--- src/i2cm_pkg.sv ---
// shared types and constants of the i2c master byte engine
package i2cm_pkg;

    localparam int CmdW = 3;
    localparam int TickW = 16;
    localparam int AddrW = 3;
    localparam int DataW = 32;

    localparam logic [CmdW-1:0] CMD_NONE  = 3'd0;
    localparam logic [CmdW-1:0] CMD_START = 3'd1;
    localparam logic [CmdW-1:0] CMD_STOP  = 3'd2;
    localparam logic [CmdW-1:0] CMD_WRITE = 3'd3;
    localparam logic [CmdW-1:0] CMD_READ  = 3'd4;

    localparam logic [TickW-1:0] HALF_BIT_RESET = 16'd100;

    // register index decoded from the word address bit
    localparam logic REG_HALF_BIT = 1'b0;

    typedef enum logic [14:0] {
        PH_IDLE     = 15'b000000000000001,
        PH_ST_CHECK = 15'b000000000000010,
        PH_ST_CLK   = 15'b000000000000100,
        PH_SP_WAIT  = 15'b000000000001000,
        PH_SP_END   = 15'b000000000010000,
        PH_WR_HIGH  = 15'b000000000100000,
        PH_WR_LOW   = 15'b000000001000000,
        PH_WR_AHIGH = 15'b000000010000000,
        PH_WR_ASAMP = 15'b000000100000000,
        PH_WR_END   = 15'b000001000000000,
        PH_RD_HIGH  = 15'b000010000000000,
        PH_RD_SAMP  = 15'b000100000000000,
        PH_RD_AHIGH = 15'b001000000000000,
        PH_RD_ALOW  = 15'b010000000000000,
        PH_RD_END   = 15'b100000000000000
    } t_phase;

    typedef struct packed {
        logic [CmdW-1:0] command;
        logic [7:0]      write_byte;
        logic            send_ack;
        logic            sda_level;
        logic            scl_level;
    } t_item;

    typedef struct packed {
        logic       scl_release;
        logic       sda_release;
        logic       busy_res;
        logic       done_res;
        logic       success;
        logic [7:0] read_byte;
    } t_result;

endpackage

--- src/i2cm_engine.sv ---
// line timing state machine, advanced by one tick per step
module i2cm_engine import i2cm_pkg::*; (
    input  logic             i_clk,
    input  logic             i_rst_n,
    input  logic             i_step,
    input  t_item            i_item,
    input  logic [TickW-1:0] i_half_bit_ticks,
    output t_result          o_result
);

    t_phase           r_phase, n_phase;
    logic [TickW-1:0] r_delay, n_delay;
    logic [3:0]       r_bit_idx, n_bit_idx;
    logic [7:0]       r_shift, n_shift;
    logic             r_ack_choice, n_ack_choice;
    logic             r_scl, n_scl;
    logic             r_sda, n_sda;
    logic             r_flag, n_flag;
    logic [7:0]       r_last_read, n_last_read;

    logic [TickW-1:0] wait_ticks;
    logic [TickW-1:0] dec_delay;
    logic             done;

    always_comb begin
        n_phase      = r_phase;
        n_delay      = r_delay;
        n_bit_idx    = r_bit_idx;
        n_shift      = r_shift;
        n_ack_choice = r_ack_choice;
        n_scl        = r_scl;
        n_sda        = r_sda;
        n_flag       = r_flag;
        n_last_read  = r_last_read;
        done         = 1'b0;
        wait_ticks   = (i_half_bit_ticks == '0) ? TickW'(1) : i_half_bit_ticks;
        dec_delay    = (r_delay != '0) ? r_delay - TickW'(1) : '0;
        if (i_step) begin
            if (r_phase == PH_IDLE) begin
                case (i_item.command)
                    CMD_START: begin
                        n_sda   = 1'b1;
                        n_scl   = 1'b1;
                        n_delay = wait_ticks;
                        n_phase = PH_ST_CHECK;
                    end
                    CMD_STOP: begin
                        n_sda   = 1'b0;
                        n_scl   = 1'b1;
                        n_delay = wait_ticks;
                        n_phase = PH_SP_WAIT;
                    end
                    CMD_WRITE: begin
                        n_shift   = i_item.write_byte;
                        n_bit_idx = '0;
                        n_sda     = i_item.write_byte[7];
                        n_delay   = wait_ticks;
                        n_phase   = PH_WR_HIGH;
                    end
                    CMD_READ: begin
                        n_shift      = '0;
                        n_bit_idx    = '0;
                        n_ack_choice = i_item.send_ack;
                        n_sda        = 1'b1;
                        n_scl        = 1'b0;
                        n_delay      = wait_ticks;
                        n_phase      = PH_RD_HIGH;
                    end
                    CMD_NONE: ;
                    default: ;
                endcase
            end else begin
                n_delay = dec_delay;
                if (dec_delay == '0) begin
                    case (r_phase)
                        PH_ST_CHECK: begin
                            if (!i_item.sda_level) begin
                                n_flag  = 1'b0;
                                n_phase = PH_IDLE;
                                done    = 1'b1;
                            end else begin
                                n_sda   = 1'b0;
                                n_delay = wait_ticks;
                                n_phase = PH_ST_CLK;
                            end
                        end
                        PH_ST_CLK: begin
                            n_scl   = 1'b0;
                            n_flag  = 1'b1;
                            n_phase = PH_IDLE;
                            done    = 1'b1;
                        end
                        PH_SP_WAIT: begin
                            // target stretching scl, keep checking every tick
                            if (i_item.scl_level) begin
                                n_sda   = 1'b1;
                                n_delay = wait_ticks;
                                n_phase = PH_SP_END;
                            end
                        end
                        PH_SP_END: begin
                            n_flag  = 1'b1;
                            n_phase = PH_IDLE;
                            done    = 1'b1;
                        end
                        PH_WR_HIGH: begin
                            n_scl   = 1'b1;
                            n_delay = wait_ticks;
                            n_phase = PH_WR_LOW;
                        end
                        PH_WR_LOW: begin
                            n_shift   = {r_shift[6:0], 1'b0};
                            n_bit_idx = r_bit_idx + 4'd1;
                            n_scl     = 1'b0;
                            n_delay   = wait_ticks;
                            if (n_bit_idx < 4'd8) begin
                                n_sda   = r_shift[6];
                                n_phase = PH_WR_HIGH;
                            end else begin
                                n_sda   = 1'b1;
                                n_phase = PH_WR_AHIGH;
                            end
                        end
                        PH_WR_AHIGH: begin
                            n_scl   = 1'b1;
                            n_delay = wait_ticks;
                            n_phase = PH_WR_ASAMP;
                        end
                        PH_WR_ASAMP: begin
                            n_flag  = !i_item.sda_level;
                            n_scl   = 1'b0;
                            n_delay = wait_ticks;
                            n_phase = PH_WR_END;
                        end
                        PH_RD_HIGH: begin
                            n_scl   = 1'b1;
                            n_delay = wait_ticks;
                            n_phase = PH_RD_SAMP;
                        end
                        PH_RD_SAMP: begin
                            n_shift   = {r_shift[6:0], i_item.sda_level};
                            n_bit_idx = r_bit_idx + 4'd1;
                            n_scl     = 1'b0;
                            n_delay   = wait_ticks;
                            if (n_bit_idx < 4'd8) begin
                                n_phase = PH_RD_HIGH;
                            end else begin
                                n_sda   = !r_ack_choice;
                                n_phase = PH_RD_AHIGH;
                            end
                        end
                        PH_RD_AHIGH: begin
                            n_scl   = 1'b1;
                            n_delay = wait_ticks;
                            n_phase = PH_RD_ALOW;
                        end
                        PH_RD_ALOW: begin
                            n_scl   = 1'b0;
                            n_delay = wait_ticks;
                            n_phase = PH_RD_END;
                        end
                        PH_RD_END: begin
                            n_sda       = 1'b1;
                            n_last_read = r_shift;
                            n_flag      = 1'b1;
                            n_phase     = PH_IDLE;
                            done        = 1'b1;
                        end
                        default: begin
                            // write end and any other phase just finish
                            n_phase = PH_IDLE;
                            n_delay = '0;
                            done    = 1'b1;
                        end
                    endcase
                    if (done) begin
                        n_delay = '0;
                    end
                end
            end
        end
    end

    always_ff @(posedge i_clk) begin
        if (!i_rst_n) begin
            r_phase      <= PH_IDLE;
            r_delay      <= '0;
            r_bit_idx    <= '0;
            r_shift      <= '0;
            r_ack_choice <= 1'b0;
            r_scl        <= 1'b1;
            r_sda        <= 1'b1;
            r_flag       <= 1'b0;
            r_last_read  <= '0;
        end else begin
            r_phase      <= n_phase;
            r_delay      <= n_delay;
            r_bit_idx    <= n_bit_idx;
            r_shift      <= n_shift;
            r_ack_choice <= n_ack_choice;
            r_scl        <= n_scl;
            r_sda        <= n_sda;
            r_flag       <= n_flag;
            r_last_read  <= n_last_read;
        end
    end

    always_comb begin
        o_result.scl_release = n_scl;
        o_result.sda_release = n_sda;
        o_result.busy_res    = (n_phase != PH_IDLE);
        o_result.done_res    = done;
        o_result.success     = n_flag;
        o_result.read_byte   = n_last_read;
    end

endmodule

--- src/i2cm_out_buf.sv ---
// two-entry result buffer: output register plus skid register
module i2cm_out_buf import i2cm_pkg::*; (
    input  logic    i_clk,
    input  logic    i_rst_n,
    input  logic    i_push,
    input  t_result i_data,
    output logic    o_full,
    output logic    o_valid,
    input  logic    i_ready,
    output t_result o_data
);

    logic    r_head_valid, r_skid_valid;
    t_result r_head, r_skid;
    logic    pop;

    assign pop     = r_head_valid && i_ready;
    assign o_valid = r_head_valid;
    assign o_data  = r_head;
    assign o_full  = r_skid_valid;

    always_ff @(posedge i_clk) begin
        if (!i_rst_n) begin
            r_head_valid <= 1'b0;
            r_skid_valid <= 1'b0;
        end else if (pop || !r_head_valid) begin
            if (r_skid_valid) begin
                r_head_valid <= 1'b1;
                r_skid_valid <= i_push;
            end else begin
                r_head_valid <= i_push;
            end
        end else if (i_push) begin
            r_skid_valid <= 1'b1;
        end
    end

    always_ff @(posedge i_clk) begin
        if (pop || !r_head_valid) begin
            if (r_skid_valid) begin
                r_head <= r_skid;
                if (i_push) begin
                    r_skid <= i_data;
                end
            end else if (i_push) begin
                r_head <= i_data;
            end
        end else if (i_push) begin
            r_skid <= i_data;
        end
    end

endmodule

--- src/i2c_master_byte_engine.sv ---
// top level of the i2c master byte engine: input register, engine, result buffer, apb register
// Each accepted input transaction is one line tick and produces exactly one result
// transaction. The engine takes a tick every clock cycle while the output buffer is not full;
// the tick is held in the input register, then the state machine writes its result into the
// output register, or into the skid register while the output register holds an untaken
// result. The two-entry buffer lets ticks keep flowing while a result waits to be taken.
// half_bit_ticks (APB addresses 0 to 3, reset 100) sets how many ticks each SCL half period
// lasts; zero acts as one. Change it only while idle.
module i2c_master_byte_engine import i2cm_pkg::*; (
    input  logic             i_clk,
    input  logic             i_rst_n,
    input  logic             i_in_valid,
    output logic             o_in_ready,
    input  logic [CmdW-1:0]  i_command,
    input  logic [7:0]       i_write_byte,
    input  logic             i_send_ack,
    input  logic             i_sda_level,
    input  logic             i_scl_level,
    output logic             o_out_valid,
    input  logic             i_out_ready,
    output logic             o_scl_release,
    output logic             o_sda_release,
    output logic             o_busy_res,
    output logic             o_done_res,
    output logic             o_success,
    output logic [7:0]       o_read_byte,
    input  logic             psel,
    input  logic             penable,
    input  logic             pwrite,
    input  logic [AddrW-1:0] paddr,
    input  logic [DataW-1:0] pwdata,
    output logic [DataW-1:0] prdata,
    output logic             pready
);

    logic             r_in_valid;
    t_item            r_item;
    logic [TickW-1:0] r_half_bit;
    logic             buf_full;
    logic             step;
    t_result          step_result;
    t_result          out_data;
    logic             reg_hit;

    assign step       = r_in_valid && !buf_full;
    assign o_in_ready = !r_in_valid || !buf_full;

    always_ff @(posedge i_clk) begin
        if (!i_rst_n) begin
            r_in_valid <= 1'b0;
        end else if (o_in_ready) begin
            r_in_valid <= i_in_valid;
        end
    end

    always_ff @(posedge i_clk) begin
        if (o_in_ready && i_in_valid) begin
            r_item.command    <= i_command;
            r_item.write_byte <= i_write_byte;
            r_item.send_ack   <= i_send_ack;
            r_item.sda_level  <= i_sda_level;
            r_item.scl_level  <= i_scl_level;
        end
    end

    // apb register
    assign pready  = 1'b1;
    assign reg_hit = (paddr[AddrW-1] == REG_HALF_BIT);
    assign prdata  = reg_hit ? {{(DataW-TickW){1'b0}}, r_half_bit} : '0;

    always_ff @(posedge i_clk) begin
        if (!i_rst_n) begin
            r_half_bit <= HALF_BIT_RESET;
        end else if (psel && penable && pwrite && pready && reg_hit) begin
            r_half_bit <= pwdata[TickW-1:0];
        end
    end

    i2cm_engine u_engine (
        .i_clk            (i_clk),
        .i_rst_n          (i_rst_n),
        .i_step           (step),
        .i_item           (r_item),
        .i_half_bit_ticks (r_half_bit),
        .o_result         (step_result)
    );

    i2cm_out_buf u_out_buf (
        .i_clk   (i_clk),
        .i_rst_n (i_rst_n),
        .i_push  (step),
        .i_data  (step_result),
        .o_full  (buf_full),
        .o_valid (o_out_valid),
        .i_ready (i_out_ready),
        .o_data  (out_data)
    );

    assign o_scl_release = out_data.scl_release;
    assign o_sda_release = out_data.sda_release;
    assign o_busy_res    = out_data.busy_res;
    assign o_done_res    = out_data.done_res;
    assign o_success     = out_data.success;
    assign o_read_byte   = out_data.read_byte;

endmodule
--- config.mk ---
export PLATFORM = sky130hd
export DESIGN_NAME = i2c_master_byte_engine
export DESIGN_NICKNAME = d
export VERILOG_FILES = /design/src/i2cm_pkg.sv /design/src/i2cm_engine.sv /design/src/i2cm_out_buf.sv /design/src/i2c_master_byte_engine.sv
export SDC_FILE = /design/constraint.sdc
export NUM_CORES = 1
export LEC_CHECK = 0
export ABC_AREA = 0
export BUFFER_PORTS_ARGS = -buffer_cell sky130_fd_sc_hd__buf_2
export CAP_MARGIN = 20
export CORE_ASPECT_RATIO = 1.4
export CORE_UTILIZATION = 55
export DETAILED_ROUTE_END_ITERATION = 10
export PLACE_DENSITY_LB_ADDON = 0.12
export SYNTH_ARGS = -nofsm -noshare
export SYNTH_HDL_FRONTEND = slang
export SYNTH_SLANG_ARGS = --single-unit
--- constraint.sdc ---
create_clock -name i_clk -period 4.3 [get_ports i_clk]
set_input_delay 0.43 -clock i_clk [delete_from_list [all_inputs] [get_ports i_clk]]
set_output_delay 0.43 -clock i_clk [all_outputs]
set_load 0.005 [all_outputs]
==> summary.md <==
The leakage power of the design came out at 2.91 nW. Relative to the synthesized area, the layout overhead comes to 15.6%. In the synthesized netlist, the number of instances is 700. The critical hold path startpoint is i_write_byte[5]. The cell at the root of the clock tree was sky130_fd_sc_hd__clkbuf_16. The clock period could shrink to 3.97 ns. TritonCTS built the clock tree. For the number of nets with antenna violations after detailed routing, the log shows 0. A synthesized cell averages 9.02 um^2.

The async set or reset register ratio after synthesis works out to 0%. The tools report the reg-to-reg endpoint as u_out_buf.o_data[0]$_DFFE_PP_. The worst register-to-register path has a depth of 10. The maximum number of pins on one net before global-route repair is 46. The reported max-cap violation count came out at 0. The maximum fanout along the worst path works out to 11. In the post-synthesis netlist, the biggest area contributors are sky130_fd_sc_hd__dfxtp_1, sky130_fd_sc_hd__edfxtp_1, sky130_fd_sc_hd__nand2_1. For this block, the routed nets add up to 17.7 mm of wire.

The total core area is 11,000 um^2, and the die width is 92.6 um. The insertion delay of the later-clocked pin in the worst-skew pair was 0.41 ns; the number of synthesized flops with an enable pin was 40. The number of standard-cell rows in the floorplan was 45. The maximum buffer depth of the clock tree was 2; the number of warnings printed during yosys synthesis was 0. The die covers 11,900 um^2. The first global-routing pass estimated 28.3 mm of wire. At the pin with the least slew margin, the transition time is 0.880 ns. The flow ran to the end, and the final reports show no timing, DRC or antenna violations. Setup violations remaining at the end of the flow were counted as 0. The worst register-to-register path has a setup slack of 0.33 ns. The routed length per placed instance is 19.4 um. The clock arrives with 0.00621 ns of skew. The logs give 4.46 ns for the required arrival time at the worst endpoint and 75 for the post-synthesis cell type count. The worst register-to-register path begins at u_engine.r_delay[0]$_SDFFE_PN0P_. The number of nets in the final layout was 815. The top cell type's share of synthesized area was 23.5%. For this block, the initial DRC count from the detailed router was 446. The total count of max-transition violations in the final report is 0, and the fraction of layout instances using a drive strength above 1 is 21.1%.

Setup total negative slack on the finished layout was measured at 0 ns. Total count of hold-check failures in the final report: 0. Setup repair after global routing left no endpoint under its margin.

The placed instances occupy a cell area of 6660 um^2. Post-CTS timing repair inserted 0 buffers for setup. The logs give 4 for the maximum level of the CTS H-tree and 0 for the total grt overflow. The quantity of gates resized following cts came out at 0. The run gives 252 MHz as the maximum clock frequency. The path category of the worst min-delay check was in -> reg. sky130_fd_sc_hd__dfxtp_1 takes more of the synthesized area than any other cell. Leaving out fill and tap cells, the most frequent cells in the layout are sky130_fd_sc_hd__nand2_1, sky130_fd_sc_hd__dfxtp_1, sky130_fd_sc_hd__buf_2.

Once the floorplan was initialized, standard cells occupied 57.2% of the core. 104 I/O pins were placed. The number of antenna violations at the first check in global routing is 0. The count of inserted antenna diode cells is 0, and the worst ir drop on vdd is 310 uV. In this run the power density over the cells is 442 nW/um^2. The clock drives 114 sinks. Summing every instance area after synthesis gives 6320 um^2. Leaving out fill and tap cells, the most frequent cell in the layout is sky130_fd_sc_hd__nand2_1. In the finished design, the share of the clock period the worst path needs comes to 92.3%.

After synthesis, flip-flops and latches occupy 42.5% of the total area. Counting flops and latches in the post-synthesis netlist gives 114. The endpoint class of the critical path is a flip-flop. For the worst setup path, the data arrival time is 4.13 ns. After clock tree synthesis, the clock-pin slew on the worst setup and hold paths is 0.06 ns. The critical path class was reg -> reg. The tools report the worst-case hold path end point as r_item[8]$_DFFE_PP_. The hold-critical path depth was 1; the number of vias in the routed layout was 5,543.

The logs give 7310 um^2 for the post-route cell area and 0 for the detailed-route DRC error count. The tools report the total iterations of the first detailed-routing run as 6. Dividing the detail-routed via count by the number of cells gives 6.09. Hold repair after CTS inserted 0 buffers. For this run, the leading register cell type out of synthesis is sky130_fd_sc_hd__dfxtp_1. The logs give 5,410 for the via count of the first global-routing pass and 0.934 for the final RePlAce weighted congestion. Measured against its own limit, the worst slew margin works out to 41.3%. The run gives 12.8 mm as the detailed-placement wirelength estimate. Measured along the y axis, the die boundary spans 129 um. Buffers inserted during clock tree synthesis total 17.

The critical path startpoint category is a flip-flop. For the global router's overall resource usage, the log shows 31.3%. The number of buffer cells added on primary ports came out at 68.
## synthesized netlist by cell type (all sizes together), types with 9 or more instances
library cell and n:
edfxtp 40, nor2b 19, nor2 53, clkbuf 35, nor3 22, nand3 27, and2 17, dfxtp 74
buf 26, or2 9, o21ai 31, inv 16, nor4 17, mux2i 12, nand2 89, mux2 20
a21oi 48
## layer usage
layer	global-route usage (%)	wire [um]
met4	21.6	1050
met5	0	0
met3	4.85	863
met2	54.9	8950
met1	34.5	6820
## layout make-up
class,count,area (um^2)
Clock inverter,12,180
Inverter,16,60.1
Sequential cell,114,2680
Fill cell,929,3730
Tap cell,141,176
Multi-Input combinational cell,524,3300
Timing Repair Buffer,83,457
Clock buffer,20,447
## per-stage QoR
stage | cells | power (W) | utilization [%] | setup slack, ns | hold slack (ns)
after global routing | 910 | 0.00335 | 66.2 | 0.0701 | 0.177
final | 910 | 0.00323 | 66.2 | 0.332 | 0.191
after global placement | 877 | 0.00173 | 60.4 | 0.405 | 0.456
after detailed placement | 877 | 0.00174 | 60.4 | 0.279 | 0.471
after floorplan | 715 | 0.00159 | - | 1.07 | 0.443
after CTS | 909 | 0.00323 | 66.0 | 0.219 | 0.181
## state kept, by name, summed over array words and instances, names as in the netlist
signal,cells
r_half_bit,16
u_engine.r_delay,16
u_engine.r_phase,15
r_item,14
u_out_buf.o_data,13
u_out_buf.r_skid,13
u_engine.r_last_read,8
u_engine.r_shift,8
u_engine.r_bit_idx,4
r_in_valid,1
u_engine.r_ack_choice,1
u_engine.r_flag,1
u_engine.r_scl,1
u_engine.r_sda,1
u_out_buf.o_full,1
u_out_buf.o_valid,1
## worst max-delay path: stages, from the launching register on
cell,delay (ns)
sky130_fd_sc_hd__dfxtp_1,0.37
sky130_fd_sc_hd__inv_1,0.13
sky130_fd_sc_hd__ha_1,0.27
sky130_fd_sc_hd__nor3b_4,0.46
sky130_fd_sc_hd__a31oi_1,0.20
sky130_fd_sc_hd__nor4b_2,0.34
sky130_fd_sc_hd__o2111a_1,0.50
sky130_fd_sc_hd__o21ai_4,0.14
sky130_fd_sc_hd__or3b_1,0.63
sky130_fd_sc_hd__mux2_4,0.40
sky130_fd_sc_hd__mux2_4,0.26
## power breakdown
part / switching, W / internal (W)
clock: 0.000510 / 0.000987
sequential: 0.0000493 / 0.00116
combinational: 0.000332 / 0.000192
## how the worst max path moves through the flow
| stage | startpoint | end | slack (ns) | depth (start not counted) |
|---|---|---|---|---|
| 2_1_floorplan | u_engine.r_delay[2]$_SDFFE_PN0P_ | u_out_buf.o_data[1]$_DFFE_PP_ | 1.07 | 11 |
| 3_5_place_dp | u_engine.r_delay[0]$_SDFFE_PN0P_ | u_out_buf.o_data[5]$_DFFE_PP_ | 0.28 | 10 |
| 4_1_cts | u_engine.r_delay[0]$_SDFFE_PN0P_ | u_out_buf.o_data[0]$_DFFE_PP_ | 0.22 | 10 |
| 3_3_place_gp | u_engine.r_delay[0]$_SDFFE_PN0P_ | u_out_buf.o_data[3]$_DFFE_PP_ | 0.40 | 10 |
| 6_report | u_engine.r_delay[0]$_SDFFE_PN0P_ | u_out_buf.o_data[0]$_DFFE_PP_ | 0.33 | 10 |
| 5_1_grt | u_engine.r_delay[0]$_SDFFE_PN0P_ | u_out_buf.o_data[10]$_DFFE_PP_ | 0.07 | 10 |
## kinds of logic (layout without fill, tap and decap cells)
kind of cell,count (synthesis),after routing,share of synthesized area [%]
AOI/OAI and AO/OA,156,156,16.5
xor gates and xnor gates,16,16,2.22
adders and majority gates,3,3,0.594
buffers and inverters,77,131,6.24
DFF,114,114,42.5
muxes,32,32,6.42
other,2,17,0.119
and+or+nand+nor,300,300,25.4
No activity file was read; power rests on OpenSTA's default activity.
